**src/hw/rtl/ois_pkg.sv**
```systemverilog
// shared types and constants for the ordered id set
`timescale 1ns / 1ps
package ois_pkg;

  // store depth and widths; only the index width is derived from the depth
  localparam int CAPACITY = 64;
  localparam int IDX_W    = $clog2(CAPACITY);
  localparam int CNT_W    = 7;
  localparam int ID_W     = 32;
  localparam int ACT_W    = 3;
  localparam int STAT_W   = 3;

  localparam logic [ID_W-1:0] INVALID_ID = '1;

  // requested action
  typedef enum logic [ACT_W-1:0] {
    ACT_ADD      = 3'd0,
    ACT_REMOVE   = 3'd1,
    ACT_CONTAINS = 3'd2,
    ACT_SNAPSHOT = 3'd3,
    ACT_CLEAR    = 3'd4
  } act_t;

  // result status codes
  typedef enum logic [STAT_W-1:0] {
    STAT_OK       = 3'd0,
    STAT_INVALID  = 3'd1,
    STAT_EXISTS   = 3'd2,
    STAT_NOTFOUND = 3'd3,
    STAT_FULL     = 3'd4,
    STAT_NOSPACE  = 3'd5
  } status_t;

  // sequencer states
  typedef enum logic [1:0] {
    SQ_IDLE,
    SQ_SCAN,
    SQ_SHIFT,
    SQ_SNAP
  } seq_state_t;

  // one result beat
  typedef struct packed {
    status_t          status;
    logic             found;
    logic [CNT_W-1:0] count;
    logic [ID_W-1:0]  id;
    logic             present;
    logic             last;
  } res_t;

endpackage

```
**src/hw/rtl/ordered_id_set_top.sv**
```systemverilog
// ordered id set: add, contains and remove scan the held entries in order, stopping at a match
// remove with a hit then shifts each later entry down one slot to close the gap
// snapshot gives one beat per cycle; other actions answer straight from the idle state
// one item at a time; the store's single read port sets the one-entry-per-cycle pace
// each result beat holds out_valid for one cycle; the receiver cannot stall the block
// reset empties the set; store contents are left as they are and never read unwritten
`timescale 1ns / 1ps
module ordered_id_set_top (
  input  logic                       clk,
  input  logic                       rst_n,
  input  logic                       start,
  output logic                       busy,
  input  logic [ois_pkg::ACT_W-1:0]  in_action,
  input  logic [ois_pkg::ID_W-1:0]   in_user_id,
  input  logic [ois_pkg::ID_W-1:0]   in_snapshot_capacity,
  output logic                       out_valid,
  output logic [ois_pkg::STAT_W-1:0] out_status,
  output logic                       out_found,
  output logic [ois_pkg::CNT_W-1:0]  out_total_count,
  output logic [ois_pkg::ID_W-1:0]   out_id_out,
  output logic                       out_entry_present,
  output logic                       out_last
);
  import ois_pkg::*;

  logic             ram_we;
  logic [IDX_W-1:0] ram_waddr;
  logic [ID_W-1:0]  ram_wdata;
  logic [IDX_W-1:0] ram_raddr;
  logic [ID_W-1:0]  ram_rdata;
  logic             res_valid;
  res_t             res;
  logic             out_valid_r;
  res_t             out_res_r;

  // id store
  ois_ram #(
    .WIDTH (ID_W),
    .DEPTH (CAPACITY)
  ) u_store (
    .clk   (clk),
    .we    (ram_we),
    .waddr (ram_waddr),
    .wdata (ram_wdata),
    .raddr (ram_raddr),
    .rdata (ram_rdata)
  );

  // sequencer
  ois_ctrl u_ctrl (
    .clk       (clk),
    .rst_n     (rst_n),
    .start     (start),
    .action    (in_action),
    .user_id   (in_user_id),
    .snap_cap  (in_snapshot_capacity),
    .busy      (busy),
    .ram_we    (ram_we),
    .ram_waddr (ram_waddr),
    .ram_wdata (ram_wdata),
    .ram_raddr (ram_raddr),
    .ram_rdata (ram_rdata),
    .res_valid (res_valid),
    .res       (res)
  );

  // result output register
  always_ff @(posedge clk) begin
    if (!rst_n) begin
      out_valid_r <= 1'b0;
    end else begin
      out_valid_r <= res_valid;
    end
  end

  always_ff @(posedge clk) begin
    if (res_valid) begin
      out_res_r <= res;
    end
  end

  assign out_valid         = out_valid_r;
  assign out_status        = out_res_r.status;
  assign out_found         = out_res_r.found;
  assign out_total_count   = out_res_r.count;
  assign out_id_out        = out_res_r.id;
  assign out_entry_present = out_res_r.present;
  assign out_last          = out_res_r.last;

`ifndef SYNTHESIS
  // count never exceeds the store depth
  a_count_range: assert property (@(posedge clk) disable iff (!rst_n)
    out_valid |-> (out_total_count <= CNT_W'(CAPACITY)))
    else $error("result count above capacity");

  // snapshot entries only come with ok status and no contains answer
  a_entry_ok: assert property (@(posedge clk) disable iff (!rst_n)
    out_valid && out_entry_present |-> (out_status == STAT_OK) && !out_found)
    else $error("snapshot beat with bad status");

  // a snapshot stream has no gaps until its last beat
  a_stream: assert property (@(posedge clk) disable iff (!rst_n)
    out_valid && !out_last |=> out_valid && out_entry_present)
    else $error("gap in snapshot stream");

  // clear answers next cycle with an empty set
  a_clear: assert property (@(posedge clk) disable iff (!rst_n)
    start && !busy && (in_action == ACT_CLEAR) |=>
      out_valid && out_last && (out_total_count == '0))
    else $error("clear did not empty the set");
`endif

endmodule

```
**src/hw/rtl/ois_ram.sv**
```systemverilog
// generic single write port, single read port ram with registered read
`timescale 1ns / 1ps
module ois_ram #(
  parameter int WIDTH = 32,
  parameter int DEPTH = 64
) (
  input  logic                     clk,
  input  logic                     we,
  input  logic [$clog2(DEPTH)-1:0] waddr,
  input  logic [WIDTH-1:0]         wdata,
  input  logic [$clog2(DEPTH)-1:0] raddr,
  output logic [WIDTH-1:0]         rdata
);

  logic [WIDTH-1:0] mem [DEPTH];

  // write port and registered read
  always_ff @(posedge clk) begin
    if (we) begin
      mem[waddr] <= wdata;
    end
    rdata <= mem[raddr];
  end

endmodule

```
**src/hw/rtl/ois_ctrl.sv**
```systemverilog
// sequencer with the shared id compare unit: scan, shift-down and snapshot walk
`timescale 1ns / 1ps
module ois_ctrl (
  input  logic                        clk,
  input  logic                        rst_n,
  input  logic                        start,
  input  logic [ois_pkg::ACT_W-1:0]   action,
  input  logic [ois_pkg::ID_W-1:0]    user_id,
  input  logic [ois_pkg::ID_W-1:0]    snap_cap,
  output logic                        busy,
  output logic                        ram_we,
  output logic [ois_pkg::IDX_W-1:0]   ram_waddr,
  output logic [ois_pkg::ID_W-1:0]    ram_wdata,
  output logic [ois_pkg::IDX_W-1:0]   ram_raddr,
  input  logic [ois_pkg::ID_W-1:0]    ram_rdata,
  output logic                        res_valid,
  output ois_pkg::res_t               res
);
  import ois_pkg::*;

  seq_state_t       state_r, state_nxt;
  act_t             act_r, act_nxt;
  logic [ID_W-1:0]  id_r, id_nxt;
  logic [CNT_W-1:0] idx_r, idx_nxt;
  logic [IDX_W-1:0] dst_r, dst_nxt;
  logic             pend_r, pend_nxt;
  logic [CNT_W-1:0] cnt_r, cnt_nxt;
  logic             hit;
  logic             more;

  // shared compare unit: read data in flight against the held id
  assign hit  = pend_r && (ram_rdata == id_r);
  assign more = idx_r < cnt_r;
  assign busy = (state_r != SQ_IDLE);

  // control registers
  always_ff @(posedge clk) begin
    if (!rst_n) begin
      state_r <= SQ_IDLE;
      pend_r  <= 1'b0;
      cnt_r   <= '0;
    end else begin
      state_r <= state_nxt;
      pend_r  <= pend_nxt;
      cnt_r   <= cnt_nxt;
    end
  end

  // working registers
  always_ff @(posedge clk) begin
    act_r <= act_nxt;
    id_r  <= id_nxt;
    idx_r <= idx_nxt;
    dst_r <= dst_nxt;
  end

  // next state and outputs
  always_comb begin
    state_nxt = state_r;
    act_nxt   = act_r;
    id_nxt    = id_r;
    idx_nxt   = idx_r;
    dst_nxt   = dst_r;
    pend_nxt  = 1'b0;
    cnt_nxt   = cnt_r;
    ram_we    = 1'b0;
    ram_waddr = cnt_r[IDX_W-1:0];
    ram_wdata = id_r;
    ram_raddr = idx_r[IDX_W-1:0];
    res_valid = 1'b0;
    res       = '{status: STAT_OK, found: 1'b0, count: '0, id: '0,
                  present: 1'b0, last: 1'b1};

    unique case (state_r)
      SQ_IDLE: begin
        if (start) begin
          act_nxt = act_t'(action);
          id_nxt  = user_id;
          idx_nxt = '0;
          unique case (action)
            ACT_ADD, ACT_REMOVE: begin
              if (user_id == INVALID_ID) begin
                res_valid  = 1'b1;
                res.status = STAT_INVALID;
              end else begin
                state_nxt = SQ_SCAN;
              end
            end
            ACT_CONTAINS: begin
              if (user_id == INVALID_ID) begin
                res_valid = 1'b1;
              end else begin
                state_nxt = SQ_SCAN;
              end
            end
            ACT_SNAPSHOT: begin
              if (snap_cap < ID_W'(cnt_r)) begin
                res_valid  = 1'b1;
                res.status = STAT_NOSPACE;
              end else if (cnt_r == '0) begin
                res_valid = 1'b1;
              end else begin
                state_nxt = SQ_SNAP;
              end
            end
            ACT_CLEAR: begin
              cnt_nxt   = '0;
              res_valid = 1'b1;
            end
            default: begin
              res_valid = 1'b1;
            end
          endcase
        end
      end

      // linear search, one entry per cycle
      SQ_SCAN: begin
        if (hit) begin
          unique case (act_r)
            ACT_ADD: begin
              res_valid  = 1'b1;
              res.status = STAT_EXISTS;
              state_nxt  = SQ_IDLE;
            end
            ACT_CONTAINS: begin
              res_valid = 1'b1;
              res.found = 1'b1;
              state_nxt = SQ_IDLE;
            end
            default: begin
              // remove: close the gap starting at the matching slot
              dst_nxt   = IDX_W'(idx_r - 1'b1);
              state_nxt = SQ_SHIFT;
            end
          endcase
        end else if (more) begin
          pend_nxt = 1'b1;
          idx_nxt  = idx_r + 1'b1;
        end else if (!pend_r) begin
          res_valid = 1'b1;
          state_nxt = SQ_IDLE;
          unique case (act_r)
            ACT_ADD: begin
              if (cnt_r >= CNT_W'(CAPACITY)) begin
                res.status = STAT_FULL;
              end else begin
                ram_we    = 1'b1;
                ram_waddr = cnt_r[IDX_W-1:0];
                ram_wdata = id_r;
                cnt_nxt   = cnt_r + 1'b1;
              end
            end
            ACT_REMOVE: begin
              res.status = STAT_NOTFOUND;
            end
            default: begin
            end
          endcase
        end
      end

      // move each later entry down by one slot
      SQ_SHIFT: begin
        if (pend_r) begin
          ram_we    = 1'b1;
          ram_waddr = dst_r;
          ram_wdata = ram_rdata;
          dst_nxt   = dst_r + 1'b1;
        end
        if (more) begin
          pend_nxt = 1'b1;
          idx_nxt  = idx_r + 1'b1;
        end else if (!pend_r) begin
          cnt_nxt   = cnt_r - 1'b1;
          res_valid = 1'b1;
          state_nxt = SQ_IDLE;
        end
      end

      // stream held ids in order, one beat per cycle
      SQ_SNAP: begin
        if (more) begin
          pend_nxt = 1'b1;
          idx_nxt  = idx_r + 1'b1;
        end
        if (pend_r) begin
          res_valid   = 1'b1;
          res.id      = ram_rdata;
          res.present = 1'b1;
          res.last    = (idx_r == cnt_r);
          if (idx_r == cnt_r) begin
            state_nxt = SQ_IDLE;
          end
        end
      end

      default: begin
        state_nxt = SQ_IDLE;
      end
    endcase

    res.count = cnt_nxt;
  end

endmodule
```
**config.mk**
```make
export PLATFORM = sky130hd
export DESIGN_NAME = ordered_id_set_top
export DESIGN_NICKNAME = d
export VERILOG_FILES = /design/src/hw/rtl/ois_pkg.sv /design/src/hw/rtl/ordered_id_set_top.sv /design/src/hw/rtl/ois_ram.sv /design/src/hw/rtl/ois_ctrl.sv
export SDC_FILE = /design/constraint.sdc
export NUM_CORES = 2
export LEC_CHECK = 0
export BUFFER_PORTS_ARGS = -buffer_cell sky130_fd_sc_hd__buf_2
export CORE_MARGIN = 10
export CORE_UTILIZATION = 59
export CTS_BUF_LIST = sky130_fd_sc_hd__clkbuf_8
export CTS_CLUSTER_DIAMETER = 200
export DETAILED_ROUTE_END_ITERATION = 12
export PLACE_DENSITY = 0.83
export SETUP_SLACK_MARGIN = 0.5
export SYNTH_ARGS = -nofsm -noshare
export SYNTH_HDL_FRONTEND = slang
export SYNTH_SLANG_ARGS = --single-unit
```
**constraint.sdc**
```tcl
create_clock -name clk -period 5.5 [get_ports clk]
set_input_delay 1.1 -clock clk [delete_from_list [all_inputs] [get_ports clk]]
set_output_delay 1.1 -clock clk [all_outputs]
set_load 0.02 [all_outputs]
```
* After elaboration in Yosys (flattened, before gate mapping) *
Memories as Yosys holds them, arrays and structs flattened. A register that Yosys moved wholly into a read port is not among the register bits.
Index checks and enable logic that the tools add are counted.

storage, ports and cells
  register bits after elaboration = 104
  bits in latches = 0
  memory bits (writable) = 2048
  memory bits (read-only) = 0
  word-level logic and storage cells = 132
  memories kept = 1

memories
  memory       depth  width  read ports  clocked after memory_dff  wr ports  line           source
  u_store.mem  64     32     1           1                         1         ois_ram.sv:15  logic [WIDTH-1:0] mem [DEPTH];

cells by class
  $add $sub $neg = 5
  $mul = 0
  divide/modulo/power cells = 0
  $lt $le $gt $ge = 3
  eq/ne operators = 23
  shift-type cells = 0
  multiplexer cells = 69
  bitwise gates (word level) = 0
  reduce and logical (&&, ||, !) cells = 17

operator list
  kind                                               number
  2-to-1 mux 7 bit                                   12
  2-to-1 mux 32 bit                                  2
  one-hot mux 7 bit (3 select lines)                 2
  == test 32 bit                                     1
  == test 32 bit (second input constant)             1
  less-than comparator 32 x 7 -> 1 bit               1
  2-to-1 mux 6 bit                                   5
  2-to-1 mux 2 bit                                   12
  2-to-1 mux 1 bit                                   20
  2-to-1 mux 3 bit                                   6
  one-hot mux 3 bit (2 select lines)                 3
  adder 7 x 1 -> 7 bit (second input constant)       2
  != test 3 bit (second input constant)              4
  one-hot mux 6 bit (2 select lines)                 1
  == test 3 x 2 -> 1 bit (second input constant)     3
  != test 2 x 1 -> 1 bit (second input constant)     4
  one-hot mux 2 bit (4 select lines)                 1
  AND reduction 2 bit                                4
  == test 7 bit                                      1
  >= comparator 7 bit (second input constant)        1
  logical NOT 7 bit                                  1
  less-than comparator 7 bit                         1
  AND reduction 7 bit                                1
  subtractor 7 x 1 -> 7 bit (second input constant)  1
  other kinds (17)                                   27

* Depth between registers and ports, before layout *
  word-level depth = 9
  depth in mapped cells = 14
  gate-level depth less buffers = 9

* Modules after synthesis *
A second synthesis with hierarchy kept.

second synthesis, totals
  cell total of the unflattened synthesis = 4033
  area, all modules = 84989.0 um^2

modules (own cells, without submodules)
  module              times used  cells an instance  area each (um^2)  seq. area each (um^2)
  ois_ram             1           3511               79039.6           62139.6
  ois_ctrl            1           475                4571.9            1641.6
  ordered_id_set_top  1           47                 1377.6            1371.3

* Least setup slack after synthesis *
No wires, ideal clock.

  path type = register to register
  from = reg u_ctrl.idx_r[0]
  to = reg out_res_r, in the netlist out_entry_present (enable)
  library setup time = 463 ps
  arrival = 4803 ps
  data required time = 5037 ps
  path slack = 234 ps
  stages on the path, launching flop included = 14
  buffers on the path = 4
  period minus slack after synthesis = 5266 ps
  path through = edfxtp_1 -> clkbuf_1 -> clkbuf_1 -> buf_1 -> inv_1 -> ha_1 -> nor2b_1 -> o21ai_0 -> a21oi_1 -> o21ai_0 -> clkbuf_1 -> o22ai_1 -> nor3b_1 -> a21oi_1

on the way
  cells in the longest elaborated chain, start to end = 4

ends and longest elaborated chain
  what                                  line                      source
  start, declared                       ois_ctrl.sv:24            logic [CNT_W-1:0] idx_r, idx_nxt;
  start signal, assigned                ois_ctrl.sv:53            idx_r <= idx_nxt;
  less-than comparator 7 bit *          ois_ctrl.sv:33            assign more = idx_r < cnt_r;
  2-to-1 mux 1 bit *                    ois_ctrl.sv:171           if (more) begin
  2-to-1 mux 1 bit                      ois_ctrl.sv:119           if (hit) begin
  one-hot mux 1 bit (4 select lines) *  ois_ctrl.sv:74            unique case (state_r)
  named net res_valid                   ordered_id_set_top.sv:31  logic res_valid;
  end signal, assigned                  ordered_id_set_top.sv:78  out_res_r <= res;
  end, declared                         ordered_id_set_top.sv:34  res_t out_res_r;

Mark *: on every way through the listed nets, which the timed path passes. The rest lies on a longest branch.
A chain may end at the register's enable or synchronous reset.

==> results_dict.tcl <==
set metrics [dict create \
    finalCriticalPeriod_ns 4.475 \
    die_w_um 397.8 \
    setup_viol 0 \
    insertion_delay_ns 1.02 \
    finalCritPeriodShare 0.8137 \
    crit_family "buffers and inverters" \
    async_reset_ff_frac 0 \
    synth_most_common_cell "edfxtp_1" \
    wl_um 199900 \
    crit_path_top_delay_cell "buf_4" \
    p_per_area_mw_per_mm2 474.5 \
    cp_max_fo 138 \
    vdd_drop_max_uv 508.7 \
    port_buffers 116 \
    tritoncts "built" \
    worstSetupPathType "flip-flop to flip-flop" \
    cts_max_level 5 \
    clk_pin_slew_ns 0.06 \
    worst_hold_path_type "input port to flip-flop" \
    gr-total-overflow 0 \
    grt_usage 0.2549 \
    syn-cell-area_mm2 0.08419 \
    status "completed" \
    clk_path_buf_depth 4 \
    dr.pass1.iters 7 \
    synth_simple_gate_area_share 0.01673 \
    crit_top_cell "mux4_2" \
    ant_nets 0 \
    cp.arrival_ns 5.31 \
    area_delta_synth_final_pct 11.90 \
    critPathBufInv 3 \
    netlist_instances 3531 \
    seq_area_frac_synth 0.7739 \
    drcViolationCount 0 \
    ys.flop_type "edfxtp_1" \
    syn-num-nets 3625 \
    fin_skew_ns 0.05896 \
    cp_cell_sequence "buf_12, buf_4, buf_12, mux4_2, mux4_2, mux4_2" \
    place_congestion 0.9519 \
    nets 3992 \
    vias 40810 \
    slowest_delay_ns 0.71 \
    worst_pin_slew_ns 1.367 \
    dieArea_mm2 0.1582 \
    grt_pass1_vias 42320 \
    dp_hpwl_um 114300 \
    cts_buffers 331 \
    grt_pass1_wl_um 292900 \
    grt_max_degree 164 \
    antenna_found_initial 11 \
    cp-start-kind "flip-flop" \
    cts_num_sinks 2184 \
    start_util 0.5946 \
    place_inst 5455 \
    drive_gt1_frac 0.3374 \
    rows 138 \
    fin_cells 6028 \
    synth.distinct_cells 56 \
    synth_top_family_by_area "multiplexers" \
    synth_top_cells_by_area "edfxtp_1, mux4_2, dfxtp_1" \
    ys_ff_latch 2184 \
    synth_mux_area_frac 0.1845 \
    leakage_nw 29.41 \
    yosysWarningCount 0 \
    synth_area_per_cell_um2 23.84 \
    maxCapViolCount 0 \
    slew_headroom 0.07883 \
    first_iter_violations 5668 \
    cts_hold_buf 0 \
    finalSetupTns_ns 0 \
    core_area_mm2 0.1416 \
    synth_top_area_share 0.7636 \
    wl_per_cell_um 33.16 \
    synthAdderAreaFrac 0.003567 \
    clockRootBuffer "clkbuf_8" \
    synth_edf_count 2141 \
    vias_per_cell 6.770 \
    synth_top_cell_by_area "edfxtp_1" \
    post_cts_buffers 0 \
    yosys-top-cells-count "edfxtp_1, mux4_2, clkbuf_1" \
    chipHeight_um 397.8 \
    rsz0062_at_grt "no" \
    cts_resized 0 \
    synth_xor_area_frac 0.004889 \
    final_util 0.6654 \
    end_kind "flip-flop" \
    maxSlewViolCount 0 \
    fmax_mhz 223.5 \
    ios 117 \
    synth-compound-area-share 0.006168 \
    finalHoldViolations 0 \
    hold_slack_ns 0.3252 \
    critPathRequiredTime_ns 6.34 \
]
-- kinds of logic (layout without fill, tap and decap cells) --
group                      Yosys count  count (layout)
AOI/OAI and AO/OA                   78              78
xor gates and xnor gates            47              47
adders and majority gates           24              24
buffers and inverters              204             808
DFF                               2184            2184
muxes                              708             708
other                                0               3
and+or+nand+nor                    286             286
-- metal layers --
metal,vias up,GRT usage,routed length [um]
met5,-,0,41
met2,3076,0.4171,101200
met4,6,0.09857,6973
met1,21270,0.3366,69470
met3,487,0.05821,22250
li1,15970,-,-
-- power breakdown --
part           total, mW  switching (mW)  internal (mW)
combinational       12.2            6.92           5.24
clock               12.2            5.93           6.26
sequential          20.4           0.538           19.8
total               44.7            13.4           31.3
-- cell usage in the layout (no fill, tap or decap), types with 4 or more instances in the layout --
cell        instances
edfxtp_1         2141
mux4_2            672
clkbuf_8          356
inv_1             126
buf_2             116
clkinv_1           69
nor2_4             64
buf_12             51
buf_4              48
nand2_1            46
dfxtp_1            43
nor2_1             37
and3_1             35
mux2_2             33
xor2_1             31
clkinv_2           28
nor4_1             24
ha_1               24
nand3_1            22
o21ai_0            18
xnor2_1            16
a21oi_1            15
nand4_1            14
nor3_1             10
a31o_2              7
a31oi_1             7
bufinv_16           7
o31ai_1             6
or4_1               5
nor3b_1             5
clkinvlp_4          5
a211oi_1            4
-- metrics by stage --
| step | area (um^2) | setup slack (ns) | power (mW) |
|---|---|---|---|
| final | 94210 | 1.025 | 44.70 |
| after global placement | 88250 | 1.264 | 32.28 |
| after detailed placement | 88250 | 1.248 | 32.69 |
| after CTS | 94200 | 1.218 | 44.75 |
| after global routing | 94200 | 0.9970 | 46.23 |
| after floorplan | 84190 | 0.6135 | 28.71 |
-- state kept, by name, summed over array words and instances (netlist names), 2 cells and up --
register	flops
u_ctrl.idx_r	7
u_ctrl.dst_r	6
out_total_count	7
u_ctrl.state_r	2
u_store.rdata	32
u_store.mem	2048
out_status	3
u_ctrl.cnt_r	7
out_id_out	32
u_ctrl.act_r	3
u_ctrl.id_r	32
-- worst paths after layout --
check	start	end	slack, ns	cells after the start
worst max register to register	u_ctrl.idx_r[1]	u_store.rdata[29]	1.02	6
worst min register to register	u_ctrl.state_r[0]	u_ctrl.state_r[0]	0.57	2
worst max-delay path	u_ctrl.idx_r[1]	u_store.rdata[29]	1.02	6
worst min-delay path	in_user_id[1]	u_ctrl.id_r[1]	0.33	1
-- layout make-up --
cell class | count | area, um^2
Antenna cell | 3 | 7.507
Clock buffer | 356 | 4900
Clock inverter | 214 | 1046
Fill cell | 8080 | 47380
Inverter | 23 | 93.84
Multi-Input combinational cell | 1143 | 18680
Sequential cell | 2184 | 65150
Tap cell | 1890 | 2365
Timing Repair Buffer | 215 | 1962
(Power assumes the default switching activity.)
